$ cat src/rtl/field_weakening_current_limits_defines.svh
// assertion macros for the field weakening limit block
`ifndef FIELD_WEAKENING_CURRENT_LIMITS_DEFINES_SVH
`define FIELD_WEAKENING_CURRENT_LIMITS_DEFINES_SVH

`ifndef SYNTHESIS

`define FWCL_IMPLIES(lbl, ante, cons) \
  lbl: assert property (@(posedge clk) disable iff (rst) (ante) |-> (cons)) \
    else $error("fwcl implication check failed");

`define FWCL_NEXT(lbl, ante, cons) \
  lbl: assert property (@(posedge clk) disable iff (rst) (ante) |=> (cons)) \
    else $error("fwcl next-cycle check failed");

`else

`define FWCL_IMPLIES(lbl, ante, cons)

`define FWCL_NEXT(lbl, ante, cons)

`endif

`endif

$ cat src/rtl/fwcl_pkg.sv
// shared types and constants for the field weakening limit block
`default_nettype none

package fwcl_pkg;

  // 1/sqrt(2) as an unsigned Q0.32 fraction
  localparam logic [31:0] INV_SQRT2_Q32 = 32'd3037000500;

  // 50*pi as an unsigned Q32.32 value
  localparam logic [63:0] FIFTY_PI_Q32 = 64'd674651885229;

  typedef struct packed {
    logic advance;
    logic valid;
  } pipe_ctl_t;

endpackage

`default_nettype wire

$ cat src/rtl/fwcl_mulsat.sv
// registered multiply, fraction shift and saturation to a positive magnitude
`default_nettype none

module fwcl_mulsat #(
  parameter int WORD_BITS = 32,
  parameter int FRAC_BITS = 16,
  parameter int TAG_BITS  = 1
) (
  input  wire logic                 clk,
  input  wire logic                 rst,
  input  wire fwcl_pkg::pipe_ctl_t  ctl,
  input  wire logic [WORD_BITS-2:0] op_a,
  input  wire logic [WORD_BITS-2:0] op_b,
  input  wire logic [TAG_BITS-1:0]  tag,
  output logic                      out_valid,
  output logic [WORD_BITS-2:0]      prod,
  output logic [TAG_BITS-1:0]       tag_out
);

  localparam int PW = 2 * WORD_BITS - 2;

  logic [PW-1:0] prod_r;
  logic [PW-1:0] shifted;

  always_ff @(posedge clk) begin
    if (rst) begin
      out_valid <= 1'b0;
    end else if (ctl.advance) begin
      out_valid <= ctl.valid;
    end
  end

  always_ff @(posedge clk) begin
    if (ctl.advance) begin
      prod_r  <= PW'(op_a) * PW'(op_b);
      tag_out <= tag;
    end
  end

  assign shifted = prod_r >> FRAC_BITS;
  assign prod = (|shifted[PW-1:WORD_BITS-1]) ? '1 : shifted[WORD_BITS-2:0];

endmodule

`default_nettype wire

$ cat config.mk
export PLATFORM = sky130hd
export DESIGN_NAME = fwcl_mulsat
export DESIGN_NICKNAME = d
export VERILOG_FILES = /design/src/rtl/field_weakening_current_limits_defines.svh /design/src/rtl/fwcl_pkg.sv /design/src/rtl/fwcl_mulsat.sv
export SDC_FILE = /design/constraint.sdc
export NUM_CORES = 2
export LEC_CHECK = 0
export ABC_AREA = 0
export BUFFER_PORTS_ARGS = -buffer_cell sky130_fd_sc_hd__buf_2
export CAP_MARGIN = 25
export CORE_UTILIZATION = 24
export DETAILED_ROUTE_END_ITERATION = 6
export RECOVER_POWER = 25
export SKIP_CTS_REPAIR_TIMING = 1
export SYNTH_ARGS = -nofsm -noshare
export SYNTH_HDL_FRONTEND = slang
export SYNTH_SLANG_ARGS = --single-unit
export TNS_END_PERCENT = 10
$ cat constraint.sdc
create_clock -name clk -period 18.03 [get_ports clk]
set_clock_uncertainty 0.15 [all_clocks]
set_input_delay 5.409 -clock clk [delete_from_list [all_inputs] [get_ports clk]]
set_output_delay 5.409 -clock clk [all_outputs]
set_load 0.03 [all_outputs]
## Word-level counts from Yosys, hierarchy flattened

Cells that the tools add are included.

- $mul: 1
- Muxes and demuxes: 1
- Reduce and logical (&&, ||, !) cells: 1

Operators by type and width:

| kind | count |
|---|---|
| 31-bit by 31-bit multiplier with 62-bit output | 1 |
| 31-bit 2-to-1 mux | 1 |
| 15-bit OR reduction | 1 |

- Flip-flop bits (word level): 64
- Input port bits: 67
- Output and inout port bits: 33
- Word-level logic and storage cells: 6

## Depth between registers and ports, before layout

- Depth after elaboration: 2
- Mapped depth: 27
- Depth with buffers taken out: 25

## Worst setup path after synthesis

Ideal clock, no wire load.

- Kind: input to register
- Start point: in op_a[24]
- End point: reg prod_r[51], data pin
- Library setup time: 0.259 ns
- Arrival: 11.774 ns
- Required time: 17.621 ns
- Slack: 5.847 ns
- Stages: 24
- Path buffers: 2
- Cell sequence: clkbuf_1 > nand2_1 > fa_1 > fa_1 > fa_1 > fa_1 > inv_1 > fa_1 > fa_1 > fa_1 > inv_1 > fa_1 > inv_1 > ha_1 > buf_2 > a21o_1 > a21o_1 > a21oi_1 > o21ai_1 > nor3_1 > a21oi_1 > a21oi_1 > nor4_1 > a211o_1

- Word-level cells in the longest chain between the ends: 1

Ends and longest elaborated chain:

| element | RTL line | source |
|---|---|---|
| start: declaration | fwcl_mulsat.sv:12 | `input wire logic [WORD_BITS-2:0] op_a,` |
| 31-bit by 31-bit multiplier with 62-bit output | fwcl_mulsat.sv:35 | `prod_r <= PW'(op_a) * PW'(op_b);` |
| end signal: assignment | fwcl_mulsat.sv:35 |  |
| end: declaration | fwcl_mulsat.sv:22 | `logic [PW-1:0] prod_r;` |

Every way passes these cells.
A chain may end at the register's enable or synchronous reset.

## Worst setup path in the final report

- Start point: in op_a[15]
- End point: reg prod_r[51], data pin

The elaborated chain is that of the path after synthesis.

==> results.toml <==
[grt]
met2_usage_pct = 24.6
globalRouteTotalUtil_pct = 13.9
antenna_found_initial = 23
grt_busiest_layer = "met2"
grt_overflow = 0
grt_pass1_vias = 25497
met1_usage_pct = 18.3
grt_pass1_wl_mm = 148
grt_max_degree = 49
met3_usage_pct = 1.19

[worst_setup_path]
crit_required_ns = 17.94
r2r-end = "out_valid"
max_stage_delay_ns = 0.66
cpMaxStageDelayCell = "buf_2"
start_kind = "input port"
ff2ff_setup_slack_ns = 17.27
path_class = "input port to flip-flop"
endpoint_kind = "flip-flop"
crit_path_frequent_cell = "fa_1"
cp-endpoint = "prod_r[51]"
r2r_cells = 2
worstSetupStartpoint = "op_a[15]"
cp.arrival_ns = 13.30
crit_chain = "buf_2 -> and2_1 -> fa_1 -> fa_1 -> inv_1 -> fa_1 -> fa_1 -> inv_1 -> fa_1 -> fa_1 -> fa_1 -> fa_1 -> ha_1 -> a21oi_1 -> o21ai_0 -> a21oi_1 -> o21ai_1 -> nor3_1 -> a21oi_1 -> a21oi_1 -> nor4_1 -> a211o_1"
cp_max_fo = 31
reg2reg_from = "out_valid"

[drt]
viasPerCell = 4.45
routedWlPerCell_um = 18.0
antenna_left = 0
drt-initial-drc-count = 1318
wirelength_mm = 93.3
via_count = 23054
drc_errors = 0
drt_first_pass_iters = 5

[logic_synthesis]
yosys_warnings = 0
syn_area_per_cell_um2 = 9.31
synthCells = 3495
netlist_area_um2 = 32600
yosys.cell_types.count = 60
ys.flop_type = "edfxtp_1"
synth_seq_cells = 48
synth-seq-area-share_pct = 4.40
syn_nets = 4650
async_flop_share_pct = 0
synth_edf_count = 47

[clocking]
cts_sinks = 48
clk_latency_ns = 0.29
cts_inserted_buffers = 5
cts_root_buffer = "clkbuf_16"
clockBufferDepth = 2
h-tree-depth = 2
cts_tree = "yes"
clkTransAtPathRegs_ns = 0.08

[die]
die_w_um = 370
fp.dieH_um = 370
die_area_um2 = 137000
core.rowCount = 134
boundaryPins = 100
coreArea_um2 = 134000
initial_core_util_pct = 24.3

[min_path]
hold_path.class = "flip-flop to flip-flop"
min_path_cells = 2

[sta]
period_minus_slack_ns = 13.39
rsz0062_at_grt = "false"
finalSetupTns_ns = 0
maxSlewViolCount = 49
slew_headroom_pct = -87.1
setup_violations = 0
timing.hold.ws_ns = 0.341
tightest_slew_ns = 2.81
hold_viol = 0
clock.fmax_ghz = 0.0747
fin_crit_sh_pct = 74.2

[cells_and_area]
drive_above_1_share_pct = 4.85
nets = 4559
final_common_cell = "fa_1"
synthToLayoutAreaGrowth_pct = 6.63
final_cell_mix = "fa_1, inv_1, and2_1"

[place]
gp_congestion = 0.862
portBuffers = 99
place_hpwl_mm = 73.2

[status]
status = "finished with violations"
violations = "capacitance limit, slew limit"

[run]
max_cap_violations = 1
metrics by stage:
stage,area [um^2],std cells,utilization [%],setup slack [ns]
2_1_floorplan,32600,3495,-,5.85
3_3_place_gp,34500,5165,25.8,4.58
3_5_place_dp,34500,5165,25.8,4.45
4_1_cts,34700,5173,25.9,4.78
5_1_grt,34700,5174,25.9,4.36
6_report,34700,5178,25.9,4.64
worst max-delay path: cells and delay by family:
kind | cells | cell delay, ns
simple gates | 3 | 0.97
buf+inv | 3 | 0.78
compound gates | 7 | 1.72
fa+ha+maj | 9 | 4.38
Yosys cell counts (all sizes together), types with 5 or more instances:
| master | n | area (um^2) |
|---|---|---|
| a211oi | 6 | 60.1 |
| o21ai | 33 | 165 |
| o21a | 8 | 60.1 |
| nor3 | 11 | 55.1 |
| nor2 | 30 | 113 |
| a21oi | 66 | 338 |
| a211o | 5 | 43.8 |
| ha | 252 | 3150 |
| nand4 | 21 | 131 |
| fa | 836 | 16700 |
| o211ai | 5 | 37.5 |
| edfxtp | 47 | 1410 |
| xnor2 | 29 | 254 |
| xor2 | 18 | 158 |
| clkbuf | 196 | 736 |
| and2 | 518 | 3240 |
| a31oi | 7 | 50.1 |
| nand3 | 10 | 50.1 |
| inv | 779 | 2920 |
| nand2 | 479 | 1800 |
| or2 | 35 | 219 |
| buf | 13 | 81.3 |
| o21bai | 14 | 116 |
| a21o | 27 | 203 |
| nor4 | 7 | 43.8 |
worst min path at each step:
stage | from | end | slack (ns)
final | out_valid | out_valid | 0.34
after global routing | out_valid | out_valid | 0.39
after CTS | out_valid | out_valid | 0.35
after detailed placement | out_valid | out_valid | 0.33
after global placement | out_valid | out_valid | 0.33
after floorplan | out_valid | out_valid | 0.48
registers in the layout, indices dropped and copies added (netlist names):
signal	cells
out_valid	1
tag_out	1
prod_r	46
cell type report:
cell class / instances / area (um^2)
antenna: 5 / 12.5
clock buffer: 5 / 125
clock inverter: 3 / 42.5
fill: 14264 / 99300
inverter: 779 / 2920
multi-input combinational: 2459 / 27400
sequential: 48 / 1430
tap: 1768 / 2210
timing repair buffer: 111 / 582
routing by layer:
layer	routed length (um)	vias up
li1	-	9990
met2	47000	630
met5	13	-
met1	39800	12286
met4	2720	2
met3	3800	146
logic make-up after synthesis:
logic type	after synthesis	share of synthesized area, %
adder cells (fa/ha/maj)	1088	61.1
AO/OA/AOI/OAI	194	3.96
buffers and inverters	988	11.5
multiplexers	2	0.0615
AND/OR/NAND/NOR	1128	17.7
XOR/XNOR	47	1.26
flip-flops	48	4.40
Power is left out: the tool's default activity adds up to more than one toggle a clock period on the data nets, which glitch-free logic cannot reach.
