==> src/rtl/field_weakening_current_limits_defines.svh <==
// assertion macros for the field weakening limit block
`ifndef FIELD_WEAKENING_CURRENT_LIMITS_DEFINES_SVH
`define FIELD_WEAKENING_CURRENT_LIMITS_DEFINES_SVH

`ifndef SYNTHESIS

`define FWCL_IMPLIES(lbl, ante, cons) \
  lbl: assert property (@(posedge clk) disable iff (rst) (ante) |-> (cons)) \
    else $error("fwcl implication check failed");

`define FWCL_NEXT(lbl, ante, cons) \
  lbl: assert property (@(posedge clk) disable iff (rst) (ante) |=> (cons)) \
    else $error("fwcl next-cycle check failed");

`else

`define FWCL_IMPLIES(lbl, ante, cons)

`define FWCL_NEXT(lbl, ante, cons)

`endif

`endif

==> src/rtl/fwcl_pkg.sv <==
// shared types and constants for the field weakening limit block
`default_nettype none

package fwcl_pkg;

  // 1/sqrt(2) as an unsigned Q0.32 fraction
  localparam logic [31:0] INV_SQRT2_Q32 = 32'd3037000500;

  // 50*pi as an unsigned Q32.32 value
  localparam logic [63:0] FIFTY_PI_Q32 = 64'd674651885229;

  typedef struct packed {
    logic advance;
    logic valid;
  } pipe_ctl_t;

endpackage

`default_nettype wire

==> src/rtl/fwcl_div.sv <==
// pipelined restoring divider, one quotient bit per stage, saturating quotient
`default_nettype none

module fwcl_div #(
  parameter int WORD_BITS = 32,
  parameter int TAG_BITS  = 1
) (
  input  wire logic                   clk,
  input  wire logic                   rst,
  input  wire fwcl_pkg::pipe_ctl_t    ctl,
  input  wire logic [2*WORD_BITS-3:0] num,
  input  wire logic [WORD_BITS-1:0]   den,
  input  wire logic [TAG_BITS-1:0]    tag,
  output logic                        out_valid,
  output logic [WORD_BITS-2:0]        quo,
  output logic [TAG_BITS-1:0]         tag_out
);

  localparam int STEPS = WORD_BITS - 1;
  localparam int NB    = 2 * WORD_BITS - 2;

  logic                  v_s   [0:STEPS];
  logic                  sat_s [0:STEPS];
  logic [WORD_BITS-1:0]  rem_s [0:STEPS];
  logic [WORD_BITS-1:0]  den_s [0:STEPS];
  logic [WORD_BITS-2:0]  lo_s  [0:STEPS];
  logic [WORD_BITS-2:0]  q_s   [0:STEPS];
  logic [TAG_BITS-1:0]   tag_s [0:STEPS];

  logic [WORD_BITS-1:0] hi;

  // quotient overflows the magnitude range exactly when the upper half reaches den
  assign hi = {1'b0, num[NB-1:WORD_BITS-1]};

  always_ff @(posedge clk) begin
    if (rst) begin
      v_s[0] <= 1'b0;
    end else if (ctl.advance) begin
      v_s[0] <= ctl.valid;
    end
  end

  always_ff @(posedge clk) begin
    if (ctl.advance) begin
      rem_s[0] <= hi;
      den_s[0] <= den;
      lo_s[0]  <= num[WORD_BITS-2:0];
      q_s[0]   <= '0;
      sat_s[0] <= (hi >= den);
      tag_s[0] <= tag;
    end
  end

  for (genvar k = 0; k < STEPS; k++) begin : g_step
    logic [WORD_BITS:0] trial;
    logic [WORD_BITS:0] diff;
    logic               ge;

    assign trial = {rem_s[k], lo_s[k][WORD_BITS-2]};
    assign diff  = trial - {1'b0, den_s[k]};
    assign ge    = (trial >= {1'b0, den_s[k]});

    always_ff @(posedge clk) begin
      if (rst) begin
        v_s[k+1] <= 1'b0;
      end else if (ctl.advance) begin
        v_s[k+1] <= v_s[k];
      end
    end

    always_ff @(posedge clk) begin
      if (ctl.advance) begin
        rem_s[k+1] <= ge ? diff[WORD_BITS-1:0] : trial[WORD_BITS-1:0];
        den_s[k+1] <= den_s[k];
        lo_s[k+1]  <= lo_s[k] << 1;
        q_s[k+1]   <= {q_s[k][WORD_BITS-3:0], ge};
        sat_s[k+1] <= sat_s[k];
        tag_s[k+1] <= tag_s[k];
      end
    end
  end

  assign out_valid = v_s[STEPS];
  assign quo       = sat_s[STEPS] ? '1 : q_s[STEPS];
  assign tag_out   = tag_s[STEPS];

endmodule

`default_nettype wire

==> config.mk <==
export PLATFORM = sky130hd
export DESIGN_NAME = fwcl_div
export DESIGN_NICKNAME = d
export VERILOG_FILES = /design/src/rtl/field_weakening_current_limits_defines.svh /design/src/rtl/fwcl_pkg.sv /design/src/rtl/fwcl_div.sv
export SDC_FILE = /design/constraint.sdc
export NUM_CORES = 2
export LEC_CHECK = 0
export BUFFER_PORTS_ARGS = -buffer_cell sky130_fd_sc_hd__buf_2
export CORE_MARGIN = 4
export CORE_UTILIZATION = 35
export DETAILED_ROUTE_END_ITERATION = 16
export PLACE_DENSITY_LB_ADDON = 0.12
export SKIP_CTS_REPAIR_TIMING = 1
export SLEW_MARGIN = 20
export SYNTH_ARGS = -nofsm -noshare
export SYNTH_HDL_FRONTEND = slang
export SYNTH_MEMORY_MAX_BITS = 65536
export SYNTH_SLANG_ARGS = --single-unit
==> constraint.sdc <==
create_clock -name clk -period 3.4 [get_ports clk]
set_input_delay 0.17 -clock clk [delete_from_list [all_inputs] [get_ports clk]]
set_output_delay 0.17 -clock clk [all_outputs]
set_load 0.02 [all_outputs]
# [Word level (Yosys, flattened, before mapping)]
# Memories as Yosys holds them, arrays and structs flattened.
# Index checks and enable logic that the tools add are counted.
[totals] ramBits=4128 output_inout_bits=33 wordCells=172 in_bits=99 ff_bits=0 mem_count=7
[mem_list] name="den_s" depth=32 width=32 rd=31 rd_clocked_by_memory_dff=0 wr=32 line_no="fwcl_div.sv:25" rtl="logic [WORD_BITS-1:0] den_s [0:STEPS];"
[mem_list] name="rem_s" depth=32 width=32 rd=31 rd_clocked_by_memory_dff=0 wr=32 line_no="fwcl_div.sv:24" rtl="logic [WORD_BITS-1:0] rem_s [0:STEPS];"
[mem_list] name="lo_s" depth=32 width=31 rd=31 rd_clocked_by_memory_dff=0 wr=32 line_no="fwcl_div.sv:26" rtl="logic [WORD_BITS-2:0] lo_s [0:STEPS];"
[mem_list] name="q_s" depth=32 width=31 rd=32 rd_clocked_by_memory_dff=0 wr=32 line_no="fwcl_div.sv:27" rtl="logic [WORD_BITS-2:0] q_s [0:STEPS];"
[mem_list] name="sat_s" depth=32 width=1 rd=32 rd_clocked_by_memory_dff=0 wr=32 line_no="fwcl_div.sv:23" rtl="logic sat_s [0:STEPS];"
[mem_list] name="tag_s" depth=32 width=1 rd=32 rd_clocked_by_memory_dff=0 wr=32 line_no="fwcl_div.sv:28" rtl="logic [TAG_BITS-1:0] tag_s [0:STEPS];"
[mem_list] name="+1 memories"
[classes] n_lt_le_gt_ge=32 mux=70 n_addsub=31 n_bitwise=32
[ops] operator="$ge A33 B32 Y1" count=31
[ops] operator="$mux W32" count=31
[ops] operator="$sub A32 B32 Y32" count=31
[ops] operator="$mux W1" count=38
[ops] operator="$ge A31 B32 Y1" count=1
[ops] operator="$or A1 B1 Y1" count=32
[ops] operator="$mux W31" count=1

# [Longest topological paths before layout]
[logic_depth] word_depth=4 ltp_mapped=16 depth_no_buf=14

# [Worst setup path before layout]
# OpenSTA, ideal clock, no wires.
[synth_timing] kind="reg2reg" start="mem rem_s[20][9]" end="mem rem_s[21][10], data pin" arrival_ps=3362 period_less_slack_ps=3622 path_stages_with_launch=14 required_ps=3140 path_buffers=1 path_slack_ps=-222 setup_ps=260 path_cell_list="edfxtp_1 -> ha_1 -> a21o_1 -> a21o_1 -> a21o_1 -> a31oi_1 -> o211ai_1 -> a31o_1 -> a21oi_1 -> o221a_2 -> a21oi_2 -> a2111oi_4 -> buf_2 -> mux2_2"
[synth_rtl] item="from (decl)" line_no="fwcl_div.sv:24"

==> reports/metrics.cfg <==
[synthesis]
synth-xor-area-share = 0.04502
synth_adder_area_share = 0.08600
ys.warnings.count = 0
synthesis.area_um2 = 155800
ys_ff_latch = 3071
synth_nets = 13980
seq_area_frac_synth = 0.5918
syn_inst = 12830
synth_simple_gate_area_frac = 0.08197
synth_top_family_by_area = compound AO/OA/AOI/OAI gates
syn_area_per_cell_um2 = 12.15
synth_edf_count = 3071
synth_ff_type = edfxtp_1
ys_types = 92
async_reset_ff_frac = 0
muxShareOfSynthArea = 0.02554
synth_compound_area_frac = 0.1310

[timing]
finalMaxSlewViolations = 0
fin_worst_skew_ns = 0.05039
slew_headroom = 0.2566
whs_ns = 0.09543
worst_pin_slew_ns = 1.115
post-route-min-period_ns = 4.085
finalSetupViolations = 734
worst_slack_ns = -0.6849
rsz0062_at_grt = true
timing.fmax_mhz = 244.8
finalHoldViolCount = 0
period_share = 1.201

[flow_run]
maxCapViolations = 0

[run_status]
status = finished, violations left
violations = setup timing

[global_routing]
grtUsageTotal = 0.1760
grt_pass1_wl_um = 628900
grt_max_degree = 103
grt_pass1_vias = 109000
grt_overflow = 0
antenna_found_initial = 27

[place]
io_buffers = 131
dpl_cell_area_um2 = 180500
place_congestion = 0.9135
hpwl_um = 318600
pre_cts_ws_ns = -1.130

[power_and_ir_drop]
p_total_mw = 186.6
p_per_area_nw_per_um2 = 946.0
peakVddDrop_mv = 0.4784
p_leak_nw = 82.09

[cells_and_area]
nets = 16630
stdcell_area_um2 = 197200
fill_cells = 40470
synthToLayoutAreaGrowth_pct = 26.57
drive_gt1_frac = 0.2271

[clock_tree]
cts_root_buf = clkbuf_16
clk_pin_slew_ns = 0.06
cts_htree_levels = 5
numCtsBuffers = 360
cts_tree = yes
cts_sinks = 3071
worstSkewPairLatency_ns = 0.96
clk_path_buf_depth = 4

[routing]
drt_iter0_markers = 6159
firstDrtPassIters = 6
drt-total-wl_um = 421000
drt.antenna.violating_nets = 0
vias_per_cell = 4.940
num_vias = 107100
drc = 0
wl_met1_um = 171400
routed-wl-met2_um = 217200
dr_wl_met3_um = 14410
wl_per_cell_um = 19.42
top_layer = met4

[worst_setup_path]
cp_max_fo = 6
critPathKind = reg2reg
cp-end-kind = flop
cp-start-kind = flop
worstPathRequired_ns = 4.10
arrival_ns = 4.79

[floorplan]
initial_core_util = 0.3520
die-area_um2 = 456000
rows = 244
io_pins = 132
die_h_um = 675.2
die_width_um = 675.2
core_um2 = 442700

[hold_path]
hold_path_class = in2reg

==> critical path, cell delays in order (launching register included) <==
cell,delay [ns]
edfxtp_1,0.41
buf_6,0.14
ha_4,0.21
nor2b_4,0.14
o31ai_4,0.27
a21oi_2,0.12
a21oi_2,0.14
buf_4,0.15
o211ai_1,0.11
clkbuf_16,0.18
a31o_1,0.19
a21oi_2,0.18
buf_12,0.13
o221a_4,0.21
a21oi_4,0.07
a2111oi_4,0.32
clkbuf_16,0.22
buf_12,0.14
clkbuf_16,0.18
mux2_4,0.30
==> per-layer routing <==
metal  vias up  GRT usage
li1      52440          -
met1     51880     0.2074
met2      1956     0.3240
met3       795    0.02036
met4         0    0.07067
met5         -          0
==> cell families after synthesis <==
logic type               count (synthesis)
buffers and inverters                 1586
multiplexers                           357
AND/OR/NAND/NOR                       2688
flip-flops                            3071
AO/OA/AOI/OAI                         3270
XOR/XNOR                               801
adder cells (fa/ha/maj)               1053
==> final cells by class <==
| cell class | instances | area (um^2) | share of cell area |
|---|---|---|---|
| antenna | 7 | 17.52 | 0.00008882 |
| clock buffer | 446 | 9395 | 0.04764 |
| clock inverter | 201 | 2103 | 0.01066 |
| inverter | 1309 | 4918 | 0.02494 |
| multi-input combinational | 8169 | 59840 | 0.3034 |
| sequential | 3071 | 92220 | 0.4676 |
| tap | 5904 | 7387 | 0.03746 |
| timing repair buffer | 2567 | 21340 | 0.1082 |
==> flip-flops by register name, summed over array words and instances, names as in the netlist <==
signal,flops
lo_s,496
sat_s,32
tag_s,32
v_s,32
den_s,992
rem_s,991
q_s,496
==> per-stage QoR <==
stage	std cells	util	setup TNS (ns)
floorplan	12830	-	0
global placement	20740	0.4077	-367.86
detailed placement	20740	0.4077	-371.76
CTS	21390	0.4337	-405.44
global route	21670	0.4455	-346.85
finish	21670	0.4455	-194.82
==> where the power goes <==
group	total (mW)	leakage [nW]	switching [mW]	internal (mW)
clock network	37.9	5.57	15.9	22.0
logic	89.3	46.4	45.8	43.5
registers	59.3	30.1	5.25	54.1
==> worst paths after layout <==
path                startpoint  depth (start not counted)             to  slack (ns)
setup / recovery  rem_s[20][0]                         19  rem_s[21][18]       -0.68
hold / removal          num[3]                          2     lo_s[0][3]         0.1
setup reg to reg  rem_s[20][0]                         19  rem_s[21][18]       -0.68
hold reg to reg    lo_s[0][70]                          0   lo_s[0][102]        0.38
==> cells in the mapped netlist (all sizes together), types with 22 or more instances <==
library cell | n | area, um^2
nor3 | 122 | 610.6
o21ai | 815 | 4086
clkbuf | 228 | 855.8
a211oi | 77 | 583.1
nand2 | 884 | 3318
buf | 49 | 255.2
a21o | 548 | 4114
fa | 30 | 600.6
a31o | 26 | 227.7
o31a | 22 | 192.7
a21oi | 993 | 4977
nor4 | 43 | 269.0
and3 | 75 | 469.2
o21bai | 122 | 915.9
o211ai | 42 | 315.3
a211o | 25 | 219.0
mux2 | 325 | 3660
a21boi | 54 | 405.4
xnor2 | 464 | 4064
nor2 | 651 | 2444
xor2 | 337 | 2952
nand3 | 175 | 875.8
mux2i | 32 | 320.3
ha | 1023 | 12800
inv | 1309 | 4913
nand2b | 147 | 919.6
a31oi | 99 | 619.3
edfxtp | 3071 | 92220
or2 | 57 | 356.6
a2111oi | 26 | 286.5
o31ai | 86 | 645.6
nand4 | 169 | 1057
o21a | 147 | 1104
or3 | 38 | 237.7
and2 | 78 | 488.0
nor2b | 162 | 1013
==> placed cells by master (no fill, tap or decap), drive strengths merged, types with 122 or more instances in the layout <==
cell | synthesis | layout
edfxtp | 3071 | 3071
buf | 49 | 2367
inv | 1309 | 1324
ha | 1023 | 1023
a21oi | 993 | 993
nand2 | 884 | 884
o21ai | 815 | 815
nor2 | 651 | 651
a21o | 548 | 548
xnor2 | 464 | 464
clkbuf | 228 | 462
xor2 | 337 | 337
mux2 | 325 | 325
dlygate4sd3 | 0 | 184
nand3 | 175 | 175
nand4 | 169 | 169
nor2b | 162 | 162
nand2b | 147 | 147
o21a | 147 | 147
clkinv | 0 | 141
nor3 | 122 | 122
o21bai | 122 | 122
Power figures use the tool's default switching activity.
